## src/hdl/cre_pkg.sv

```systemverilog
// Shared types and constants for the CIGAR reference window extractor.
// Used by every module of the block; it depends on nothing else.
`default_nettype none

package cre_pkg;

   localparam int LEN_W = 28;
   localparam int OUT_LEN_W = 31;
   localparam int POS_W = 32;
   localparam int CODE_W = 8;

   localparam int QUEUE_DEPTH = 4;
   localparam int QPTR_W = 2;
   localparam int QCNT_W = 3;

   localparam int OBUF_DEPTH = 2;
   localparam int OPTR_W = 1;
   localparam int OCNT_W = 2;

   // Operation characters that consume reference.
   localparam logic [CODE_W-1:0] CODE_M = 8'h4D;
   localparam logic [CODE_W-1:0] CODE_EQ = 8'h3D;
   localparam logic [CODE_W-1:0] CODE_X = 8'h58;
   localparam logic [CODE_W-1:0] CODE_D = 8'h44;

   // Configuration register indexes.
   localparam logic CSR_WINDOW_START = 1'b0;
   localparam logic CSR_WINDOW_LENGTH = 1'b1;

   localparam logic [OUT_LEN_W-1:0] LEN_MAX = {OUT_LEN_W{1'b1}};

   typedef struct packed {
      logic [LEN_W-1:0] op_length;
      logic [CODE_W-1:0] op_code;
      logic final_op;
   } req_type;

   typedef struct packed {
      logic [OUT_LEN_W-1:0] out_length;
      logic [CODE_W-1:0] out_code;
      logic out_last;
      logic out_empty;
   } rsp_type;

   // One classified item on its way from the front to the merge stage.
   typedef struct packed {
      logic keep;
      logic [LEN_W-1:0] len;
      logic [CODE_W-1:0] code;
      logic fin;
   } piece_type;

endpackage

`default_nettype wire

```

## src/hdl/cre_front.sv

```systemverilog
// Front part: holds the window registers and the reference position, trims
// each item against the window and classifies it. Depends on cre_pkg.
`default_nettype none

module cre_front (
   input wire logic clock,
   input wire logic reset,
   input wire logic csr_we,
   input wire logic csr_index,
   input wire logic [cre_pkg::OUT_LEN_W-1:0] csr_wdata,
   input wire logic accept,
   input wire cre_pkg::req_type req,
   output logic push,
   output cre_pkg::piece_type piece
);
   import cre_pkg::*;

   logic [OUT_LEN_W-1:0] start_ff, start_in;
   logic [OUT_LEN_W-1:0] wlen_ff, wlen_in;
   logic [POS_W-1:0] pos_ff, pos_in;
   logic [OUT_LEN_W-1:0] taken_ff, taken_in;

   logic active, is_ref, pre_window, pos_lt;
   logic [POS_W:0] endp;
   logic [POS_W:0] endp_off;
   logic [OUT_LEN_W-1:0] room;
   logic [LEN_W-1:0] use0, use_len;
   logic [POS_W-1:0] pos_base;

   always_comb begin
      active = taken_ff < wlen_ff;
      is_ref = (req.op_code == CODE_M) || (req.op_code == CODE_EQ) ||
               (req.op_code == CODE_X) || (req.op_code == CODE_D);
      endp = {1'b0, pos_ff} + {{(POS_W-LEN_W+1){1'b0}}, req.op_length};
      pre_window = endp <= {2'b00, start_ff};
      pos_lt = pos_ff < {1'b0, start_ff};
      endp_off = endp - {2'b00, start_ff};
      room = wlen_ff - taken_ff;
      // An op that straddles the window start keeps only the part past it.
      use0 = pos_lt ? endp_off[LEN_W-1:0] : req.op_length;
      use_len = ({{(OUT_LEN_W-LEN_W){1'b0}}, use0} > room) ? room[LEN_W-1:0] : use0;
      pos_base = pos_lt ? {1'b0, start_ff} : pos_ff;

      piece.code = req.op_code;
      piece.fin = req.final_op;
      piece.len = is_ref ? use_len : req.op_length;
      piece.keep = active && (is_ref ? !pre_window : !pos_lt) && (piece.len != '0);
      push = accept && (piece.keep || req.final_op);

      pos_in = pos_ff;
      taken_in = taken_ff;
      if (accept) begin
         if (active && is_ref) begin
            if (pre_window) begin
               pos_in = endp[POS_W-1:0];
            end else begin
               pos_in = pos_base + {{(POS_W-LEN_W){1'b0}}, use_len};
               taken_in = taken_ff + {{(OUT_LEN_W-LEN_W){1'b0}}, use_len};
            end
         end
         if (req.final_op) begin
            pos_in = '0;
            taken_in = '0;
         end
      end

      start_in = start_ff;
      wlen_in = wlen_ff;
      if (csr_we) begin
         case (csr_index)
            CSR_WINDOW_START: start_in = csr_wdata;
            CSR_WINDOW_LENGTH: wlen_in = csr_wdata;
            default: ;
         endcase
      end
   end

   always_ff @(posedge clock) begin
      if (reset) begin
         start_ff <= '0;
         wlen_ff <= '0;
         pos_ff <= '0;
         taken_ff <= '0;
      end else begin
         start_ff <= start_in;
         wlen_ff <= wlen_in;
         pos_ff <= pos_in;
         taken_ff <= taken_in;
      end
   end

endmodule

`default_nettype wire

```

## src/hdl/cre_queue.sv

```systemverilog
// Short queue of classified items between the front and the merge stage.
// Depends on cre_pkg.
`default_nettype none

module cre_queue (
   input wire logic clock,
   input wire logic reset,
   input wire logic push,
   input wire cre_pkg::piece_type push_data,
   input wire logic pop,
   output logic full,
   output logic not_empty,
   output cre_pkg::piece_type head
);
   import cre_pkg::*;

   piece_type entry_ff [QUEUE_DEPTH];
   logic [QPTR_W-1:0] wr_ff, wr_in, rd_ff, rd_in;
   logic [QCNT_W-1:0] count_ff, count_in;

   always_comb begin
      full = count_ff == QCNT_W'(QUEUE_DEPTH);
      not_empty = count_ff != '0;
      head = entry_ff[rd_ff];
      wr_in = push ? wr_ff + 1'b1 : wr_ff;
      rd_in = pop ? rd_ff + 1'b1 : rd_ff;
      count_in = count_ff;
      if (push && !pop) begin
         count_in = count_ff + 1'b1;
      end else if (pop && !push) begin
         count_in = count_ff - 1'b1;
      end
   end

   always_ff @(posedge clock) begin
      if (push) begin
         entry_ff[wr_ff] <= push_data;
      end
   end

   always_ff @(posedge clock) begin
      if (reset) begin
         wr_ff <= '0;
         rd_ff <= '0;
         count_ff <= '0;
      end else begin
         wr_ff <= wr_in;
         rd_ff <= rd_in;
         count_ff <= count_in;
      end
   end

endmodule

`default_nettype wire

```

## src/hdl/cre_back.sv

```systemverilog
// Back part: merges adjacent kept pieces of one code, flushes on the final
// item and buffers results for the receiver. Depends on cre_pkg.
`default_nettype none

module cre_back (
   input wire logic clock,
   input wire logic reset,
   input wire logic head_valid,
   input wire cre_pkg::piece_type head,
   output logic pop,
   output logic rsp_valid,
   input wire logic rsp_ready,
   output cre_pkg::rsp_type rsp_payload
);
   import cre_pkg::*;

   logic pv_ff, pv_in;
   logic [OUT_LEN_W-1:0] plen_ff, plen_in;
   logic [CODE_W-1:0] pcode_ff, pcode_in;
   logic half_ff, half_in;

   rsp_type obuf_ff [OBUF_DEPTH];
   logic [OPTR_W-1:0] owr_ff, owr_in, ord_ff, ord_in;
   logic [OCNT_W-1:0] ocnt_ff, ocnt_in;

   logic work, keep_eff, same, replace, emit, opop;
   logic [OUT_LEN_W:0] sum;
   rsp_type result;

   always_comb begin
      work = head_valid && (ocnt_ff != OCNT_W'(OBUF_DEPTH));
      // The keep part of an item is applied only once, even when its two
      // results leave one after the other.
      keep_eff = head.keep && !half_ff;
      same = pv_ff && (pcode_ff == head.code);
      replace = keep_eff && pv_ff && !same;
      sum = {1'b0, plen_ff} + {{(OUT_LEN_W-LEN_W+1){1'b0}}, head.len};

      pv_in = pv_ff;
      plen_in = plen_ff;
      pcode_in = pcode_ff;
      half_in = half_ff;
      pop = 1'b0;
      emit = 1'b0;
      result = '0;

      if (work) begin
         if (replace) begin
            emit = 1'b1;
            result.out_length = plen_ff;
            result.out_code = pcode_ff;
         end
         if (keep_eff) begin
            if (same) begin
               plen_in = sum[OUT_LEN_W] ? LEN_MAX : sum[OUT_LEN_W-1:0];
            end else begin
               pv_in = 1'b1;
               pcode_in = head.code;
               plen_in = {{(OUT_LEN_W-LEN_W){1'b0}}, head.len};
            end
         end
         if (replace && head.fin) begin
            // The flush follows from the updated pending op, once the buffer has room.
            half_in = 1'b1;
         end else begin
            pop = 1'b1;
            half_in = 1'b0;
            if (head.fin) begin
               emit = 1'b1;
               result.out_last = 1'b1;
               result.out_empty = !pv_in;
               result.out_length = pv_in ? plen_in : '0;
               result.out_code = pv_in ? pcode_in : '0;
               pv_in = 1'b0;
               plen_in = '0;
               pcode_in = '0;
            end
         end
      end

      rsp_valid = ocnt_ff != '0;
      rsp_payload = obuf_ff[ord_ff];
      opop = rsp_valid && rsp_ready;
      owr_in = emit ? owr_ff + 1'b1 : owr_ff;
      ord_in = opop ? ord_ff + 1'b1 : ord_ff;
      ocnt_in = ocnt_ff;
      if (emit && !opop) begin
         ocnt_in = ocnt_ff + 1'b1;
      end else if (opop && !emit) begin
         ocnt_in = ocnt_ff - 1'b1;
      end
   end

   always_ff @(posedge clock) begin
      if (emit) begin
         obuf_ff[owr_ff] <= result;
      end
   end

   always_ff @(posedge clock) begin
      if (reset) begin
         pv_ff <= 1'b0;
         plen_ff <= '0;
         pcode_ff <= '0;
         half_ff <= 1'b0;
         owr_ff <= '0;
         ord_ff <= '0;
         ocnt_ff <= '0;
      end else begin
         pv_ff <= pv_in;
         plen_ff <= plen_in;
         pcode_ff <= pcode_in;
         half_ff <= half_in;
         owr_ff <= owr_in;
         ord_ff <= ord_in;
         ocnt_ff <= ocnt_in;
      end
   end

endmodule

`default_nettype wire

```

## src/hdl/cigar_reference_window_extract_core.sv

```systemverilog
// Top level of the CIGAR reference window extractor.
// Depends on cre_pkg, cre_front, cre_queue and cre_back.
//
// Usage: CIGAR operations enter one item at a time on the req_ channel
// (valid/ready), with final_op set on the last operation of an alignment.
// Extracted, merged operations leave on the rsp_ channel; out_last marks the
// last one of the alignment, and out_empty marks the single result given
// when nothing fell into the window. The window is set through the csr_
// write port (index 0 start, index 1 length); the user must write it only
// while the block is idle, which the block itself does not enforce.
// The front trims each item against the window in the cycle it is accepted
// and pushes kept and final items into a four-entry queue. The back merges
// pieces of the same code and writes results into a two-entry output buffer,
// one per cycle while it has room; queue and buffer are both registered.
// Throughput is one item per cycle while nothing stalls; an item that yields
// two results holds the merge stage until the buffer has taken both.
// A stalled receiver first fills the output buffer, then the queue, and only
// then drops req_ready, so the two sides stall independently.
// Synchronous reset clears the window registers, the alignment position,
// the pending op, the queue and the buffer; no result is valid after it.
`default_nettype none

module cigar_reference_window_extract_core (
   input wire logic clock,
   input wire logic reset,
   input wire logic req_valid,
   output logic req_ready,
   input wire cre_pkg::req_type req_payload,
   output logic rsp_valid,
   input wire logic rsp_ready,
   output cre_pkg::rsp_type rsp_payload,
   input wire logic csr_we,
   input wire logic csr_index,
   input wire logic [cre_pkg::OUT_LEN_W-1:0] csr_wdata
);
   import cre_pkg::*;

   logic accept, push, pop, q_full, q_not_empty;
   piece_type piece, head;

   // The front advances its position only when an item is really taken.
   assign req_ready = !q_full;
   assign accept = req_valid && req_ready;

   cre_front u_front (
      .clock(clock),
      .reset(reset),
      .csr_we(csr_we),
      .csr_index(csr_index),
      .csr_wdata(csr_wdata),
      .accept(accept),
      .req(req_payload),
      .push(push),
      .piece(piece)
   );

   cre_queue u_queue (
      .clock(clock),
      .reset(reset),
      .push(push),
      .push_data(piece),
      .pop(pop),
      .full(q_full),
      .not_empty(q_not_empty),
      .head(head)
   );

   cre_back u_back (
      .clock(clock),
      .reset(reset),
      .head_valid(q_not_empty),
      .head(head),
      .pop(pop),
      .rsp_valid(rsp_valid),
      .rsp_ready(rsp_ready),
      .rsp_payload(rsp_payload)
   );

endmodule

`default_nettype wire

```

## config.mk

```make
export PLATFORM = sky130hd
export DESIGN_NAME = cigar_reference_window_extract_core
export DESIGN_NICKNAME = d
export VERILOG_FILES = /design/src/hdl/cre_pkg.sv /design/src/hdl/cre_front.sv /design/src/hdl/cre_queue.sv /design/src/hdl/cre_back.sv /design/src/hdl/cigar_reference_window_extract_core.sv
export SDC_FILE = /design/constraint.sdc
export NUM_CORES = 1
export LEC_CHECK = 0
export BUFFER_PORTS_ARGS = -buffer_cell sky130_fd_sc_hd__buf_2
export CAP_MARGIN = 20
export CORE_UTILIZATION = 44
export DETAILED_ROUTE_END_ITERATION = 10
export GPL_ROUTABILITY_DRIVEN = 0
export HOLD_SLACK_MARGIN = 0.05
export PLACE_DENSITY = 0.56
export SYNTH_ARGS = -nofsm -noshare
export SYNTH_HDL_FRONTEND = slang
export SYNTH_SLANG_ARGS = --single-unit
```

## constraint.sdc

```tcl
create_clock -name clock -period 12.1 [get_ports clock]
set_clock_uncertainty 0.2 [all_clocks]
set_input_delay 0.605 -clock clock [delete_from_list [all_inputs] [get_ports clock]]
set_output_delay 0.605 -clock clock [all_outputs]
set_load 0.02 [all_outputs]
```

==> impl_metrics.env <==
export IMPL_outcome="finished, violations left"
export IMPL_violations="design-rule violations"
export IMPL_compound_gate_portion_of_the_synthesized_area_pct=20.6
export IMPL_grt_pass1_vias=22600
export IMPL_global_route_overflow_total=0
export IMPL_critPathKind="flop to flop"
export IMPL_final_seq_area_mm2=0.0106
export IMPL_core_area_mm2=0.0630
export IMPL_capturing_element_type_of_the_critical_path="flop"
export IMPL_postPlaceCellArea_mm2=0.0296
export IMPL_ys_warnings_count=0
export IMPL_whs_ps=67.4
export IMPL_detail_route_wl_per_cell_um=21.3
export IMPL_grt_util_all_layers_pct=26.2
export IMPL_synth_seq_area_share_pct=38.0
export IMPL_yosys_most_used_dff="sky130_fd_sc_hd__edfxtp_1"
export IMPL_max_clock_path_buffers=3
export IMPL_static_leakage_power_nw=12.6
export IMPL_dp_final_hpwl_um=66600
export IMPL_synthDistinctLibCells=92
export IMPL_min_to="u_front.start_ff[22]$_SDFFE_PP0P_"
export IMPL_summed_instance_area_of_the_synthesized_netlist_mm2=0.0280
export IMPL_dr_total_vias=23600
export IMPL_n_antenna_cell=0
export IMPL_nets=3450
export IMPL_postSynthNetCount=3334
export IMPL_cts_tree="done"
export IMPL_hold_path_startpoint="csr_wdata[22]"
export IMPL_largest_stage_delay_worst_path_ps=450
export IMPL_route_detailed_drc=2
export IMPL_area_growth_syn_to_layout_pct=12.4
export IMPL_critPathRequiredTime_ps=12380
export IMPL_power_ir_vdd_worst_v=0.000128
export IMPL_min_delay_worst_type="input pin to flop"
export IMPL_yosys_mux_area_fraction_pct=7.06
export IMPL_cp_slowest_cell="sky130_fd_sc_hd__a31oi_1"
export IMPL_routed_wl_um=85500
export IMPL_setup_worst_path_start_class="flop"
export IMPL_cp_arrival_ps=11690
export IMPL_tritoncts_num_buffers=46
export IMPL_worst_slew_pin_slew_ps=1200
export IMPL_antenna_found_initial=3
export IMPL_synth_edff_count=234
export IMPL_clock_tree_root_cell="sky130_fd_sc_hd__clkbuf_16"
export IMPL_slew_viol_final=0
export IMPL_synth_fa_ha_area_share_pct=11.1
export IMPL_share_of_layout_cells_above_drive_strength_1_pct=13.1
export IMPL_cell_count_of_the_worst_hold_path=3
export IMPL_fmax_mhz=87.6
export IMPL_dieWidth_um=254
export IMPL_number_of_nets_with_antenna_violations_after_routing=0
export IMPL_cts_sinks=414
export IMPL_synth_seq_cells=414
export IMPL_start_util_pct=44.5
export IMPL_floorplan_die_area_mm2=0.0646
export IMPL_clk_pin_slew_ps=60
export IMPL_fillers=5952
export IMPL_syn_instance_count=3016
export IMPL_worst_slew_margin_rel_pct=18.6
export IMPL_xor_xnor_portion_of_the_synthesized_cell_area_pct=4.69
export IMPL_max_cap_viols=0
export IMPL_source_to_sink_clock_delay_at_the_later_pin_of_the_worst_skew_pair_ps=610
export IMPL_crit_path_frequent_cell="sky130_fd_sc_hd__a21o_1"
export IMPL_detail_route_first_pass_iterations=8
export IMPL_finalCriticalPeriod_ps=11410
export IMPL_synth_simple_gate_area_share_pct=14.8
export IMPL_rows=92
export IMPL_port_buffers=116
export IMPL_postSynthAreaPerCell_um2=9.28
export IMPL_drt_via_density=5.87
export IMPL_grt_pass1_wl_um=130000
export IMPL_power_density_mw_per_mm2=176
export IMPL_timing_reg2reg_worst_path_depth=52
export IMPL_main_combinational_cell_family_by_area_after_synthesis="compound AO/OA/AOI/OAI gates"
export IMPL_largest_net_degree_at_the_start_of_global_routing=72
export IMPL_share_of_synthesized_registers_carrying_an_async_set_or_reset_pct=0
export IMPL_final_cell_area_mm2=0.0315
export IMPL_die_h_um=254
export IMPL_initialDrtViolationCount=1540
export IMPL_cts_htree_levels=2
export IMPL_count_of_final_setup_violators=0
export IMPL_io_pin_count=117
export IMPL_critical_path_peak_fanout=43
export IMPL_multiInputGateArea_mm2=0.0164
export IMPL_hold_viol=0
export IMPL_critical_path_reg2reg_startpoint="u_front.pos_ff[0]$_SDFFE_PP0P_"
export IMPL_final_period_utilization_pct=94.3
export IMPL_regToRegSetupSlack_ps=690
export IMPL_worstReg2RegEnd="u_front.pos_ff[28]$_SDFFE_PP0P_"
timing repair:
item                                    in CTS  in global routing
hold buffers                                22                  0
endpoints found under the hold margin       50                  0
gates resized for setup                      0                  2
endpoints found under the setup margin       0                  5
setup buffers                                0                  4
how the worst max path moves through the flow:
stage,start,endpoint,depth (start not counted)
after global placement,req_payload[9],u_front.pos_ff[31]$_SDFFE_PP0P_,52
after global routing,u_front.pos_ff[0]$_SDFFE_PP0P_,u_front.pos_ff[28]$_SDFFE_PP0P_,52
after detailed placement,req_payload[9],u_front.pos_ff[31]$_SDFFE_PP0P_,52
after CTS,u_front.pos_ff[0]$_SDFFE_PP0P_,u_front.pos_ff[31]$_SDFFE_PP0P_,51
final,u_front.pos_ff[0]$_SDFFE_PP0P_,u_front.pos_ff[28]$_SDFFE_PP0P_,52
after floorplan,req_payload[9],u_front.pos_ff[28]$_SDFFE_PP0P_,54
flip-flops by register name (all words and copies together), names as in the netlist, named ones only:
register / count
u_back.half_ff: 1
u_back.obuf_ff: 82
u_back.ocnt_ff: 2
u_back.ord_ff: 1
u_back.owr_ff: 1
u_back.pcode_ff: 8
u_back.plen_ff: 31
u_back.pv_ff: 1
u_front.pos_ff: 32
u_front.start_ff: 31
u_front.taken_ff: 31
u_front.wlen_ff: 31
u_queue.count_ff: 3
u_queue.entry_ff: 152
u_queue.rd_ff: 2
u_queue.wr_ff: 2
Yosys cell counts, drive strengths merged (8+ instances only):
cell | instances | area (um^2)
a211oi | 20 | 155
a21boi | 8 | 60.1
a21o | 93 | 698
a21oi | 229 | 1150
a22o | 28 | 245
a22oi | 44 | 330
a31oi | 36 | 225
a32o | 18 | 180
and2 | 23 | 144
and3 | 18 | 113
buf | 25 | 130
clkbuf | 94 | 353
dfxtp | 180 | 3600
edfxtp | 234 | 7030
ha | 238 | 2980
inv | 155 | 582
mux2 | 78 | 882
mux2i | 26 | 260
mux4 | 37 | 833
nand2 | 360 | 1350
nand2b | 29 | 181
nand3 | 64 | 320
nand4 | 36 | 225
nor2 | 232 | 871
nor2b | 35 | 219
nor3 | 43 | 226
nor3b | 8 | 60.1
nor4 | 11 | 75.1
o2111ai | 8 | 70.1
o211ai | 21 | 158
o21a | 37 | 279
o21ai | 216 | 1090
o21bai | 16 | 120
o31a | 9 | 80.1
o31ai | 18 | 135
or2 | 13 | 81.3
or3 | 15 | 93.8
xnor2 | 81 | 709
xor2 | 69 | 604
placed cells by master, fill, tap and decap left out, types with 9 or more instances in the layout:
| cell type | instances |
|---|---|
| sky130_fd_sc_hd__o21ai_0 | 207 |
| sky130_fd_sc_hd__nor3_1 | 41 |
| sky130_fd_sc_hd__nand2_1 | 359 |
| sky130_fd_sc_hd__nor2_1 | 230 |
| sky130_fd_sc_hd__dfxtp_1 | 177 |
| sky130_fd_sc_hd__xor2_1 | 69 |
| sky130_fd_sc_hd__o31ai_1 | 18 |
| sky130_fd_sc_hd__or3_1 | 15 |
| sky130_fd_sc_hd__clkbuf_16 | 49 |
| sky130_fd_sc_hd__nand2b_1 | 29 |
| sky130_fd_sc_hd__mux2_2 | 75 |
| sky130_fd_sc_hd__mux4_2 | 37 |
| sky130_fd_sc_hd__ha_1 | 238 |
| sky130_fd_sc_hd__o21bai_1 | 16 |
| sky130_fd_sc_hd__buf_2 | 115 |
| sky130_fd_sc_hd__a31oi_1 | 36 |
| sky130_fd_sc_hd__clkbuf_8 | 9 |
| sky130_fd_sc_hd__a211oi_1 | 16 |
| sky130_fd_sc_hd__inv_1 | 154 |
| sky130_fd_sc_hd__o21a_1 | 36 |
| sky130_fd_sc_hd__a22oi_1 | 44 |
| sky130_fd_sc_hd__edfxtp_1 | 234 |
| sky130_fd_sc_hd__o211ai_1 | 21 |
| sky130_fd_sc_hd__mux2i_1 | 26 |
| sky130_fd_sc_hd__nand4_1 | 36 |
| sky130_fd_sc_hd__a21o_1 | 93 |
| sky130_fd_sc_hd__and2_1 | 19 |
| sky130_fd_sc_hd__nor4_1 | 9 |
| sky130_fd_sc_hd__nand3_1 | 64 |
| sky130_fd_sc_hd__or2_2 | 13 |
| sky130_fd_sc_hd__a22o_1 | 28 |
| sky130_fd_sc_hd__nor2b_1 | 33 |
| sky130_fd_sc_hd__dlygate4sd3_1 | 22 |
| sky130_fd_sc_hd__and3_1 | 17 |
| sky130_fd_sc_hd__a32o_1 | 18 |
| sky130_fd_sc_hd__xnor2_1 | 81 |
| sky130_fd_sc_hd__a21oi_1 | 229 |
| sky130_fd_sc_hd__buf_4 | 48 |
per-stage QoR:
stage               util (%)  setup TNS [ps]  power, mW  worst slack [ps]  instances
CTS                     49.9               0       5.56               764       4010
floorplan                  -               0       3.42              2020       3016
global route            50.0           -5.77       5.85             -5.77       4015
finish                  50.0               0       5.54               686       4015
global placement        46.9               0       4.03               768       3901
detailed placement      47.0               0       4.08               479       3903
power breakdown:
group	switching [mW]	internal (mW)	total, mW
Clock	0.607	0.850	1.46
Combinational	1.40	0.880	2.28
Sequential	0.0991	1.70	1.80
logic make-up after synthesis:
group | Yosys count
AOI/OAI and AO/OA | 882
xor gates and xnor gates | 150
adders and majority gates | 245
buffers and inverters | 274
DFF | 414
muxes | 141
and+or+nand+nor | 910
critical path: cells and delay by family, from the launching register on:
family / cells / cell delay (ps)
flops: 1 / 390
fa+ha+maj: 5 / 1720
compound gates: 27 / 4940
xor+xnor: 3 / 400
mux: 1 / 410
buf+inv: 4 / 820
simple gates: 12 / 2400
final cells by class:
cell class                 instances  share of cell area (%)
clock buffer                      64                    4.38
clock inverter                    21                   0.723
inverter                         155                    1.85
multi-input combinational       2328                    52.1
sequential                       414                    33.8
tap                              846                    3.36
timing repair buffer             187                    3.82
routing by layer:
layer | share of wire [%] | vias up | track usage (%) | wire [um]
met1 | 41 | 11300 | 31.7 | 35400
met3 | 4.6 | 191 | 3.40 | 3900
li1 | - | 11400 | - | -
met5 | 0.026 | - | 0 | 22
met2 | 49 | 660 | 45.5 | 41500
met4 | 5.5 | 4 | 13.7 | 4720
Note: power is estimated with default switching activity, not from simulation.
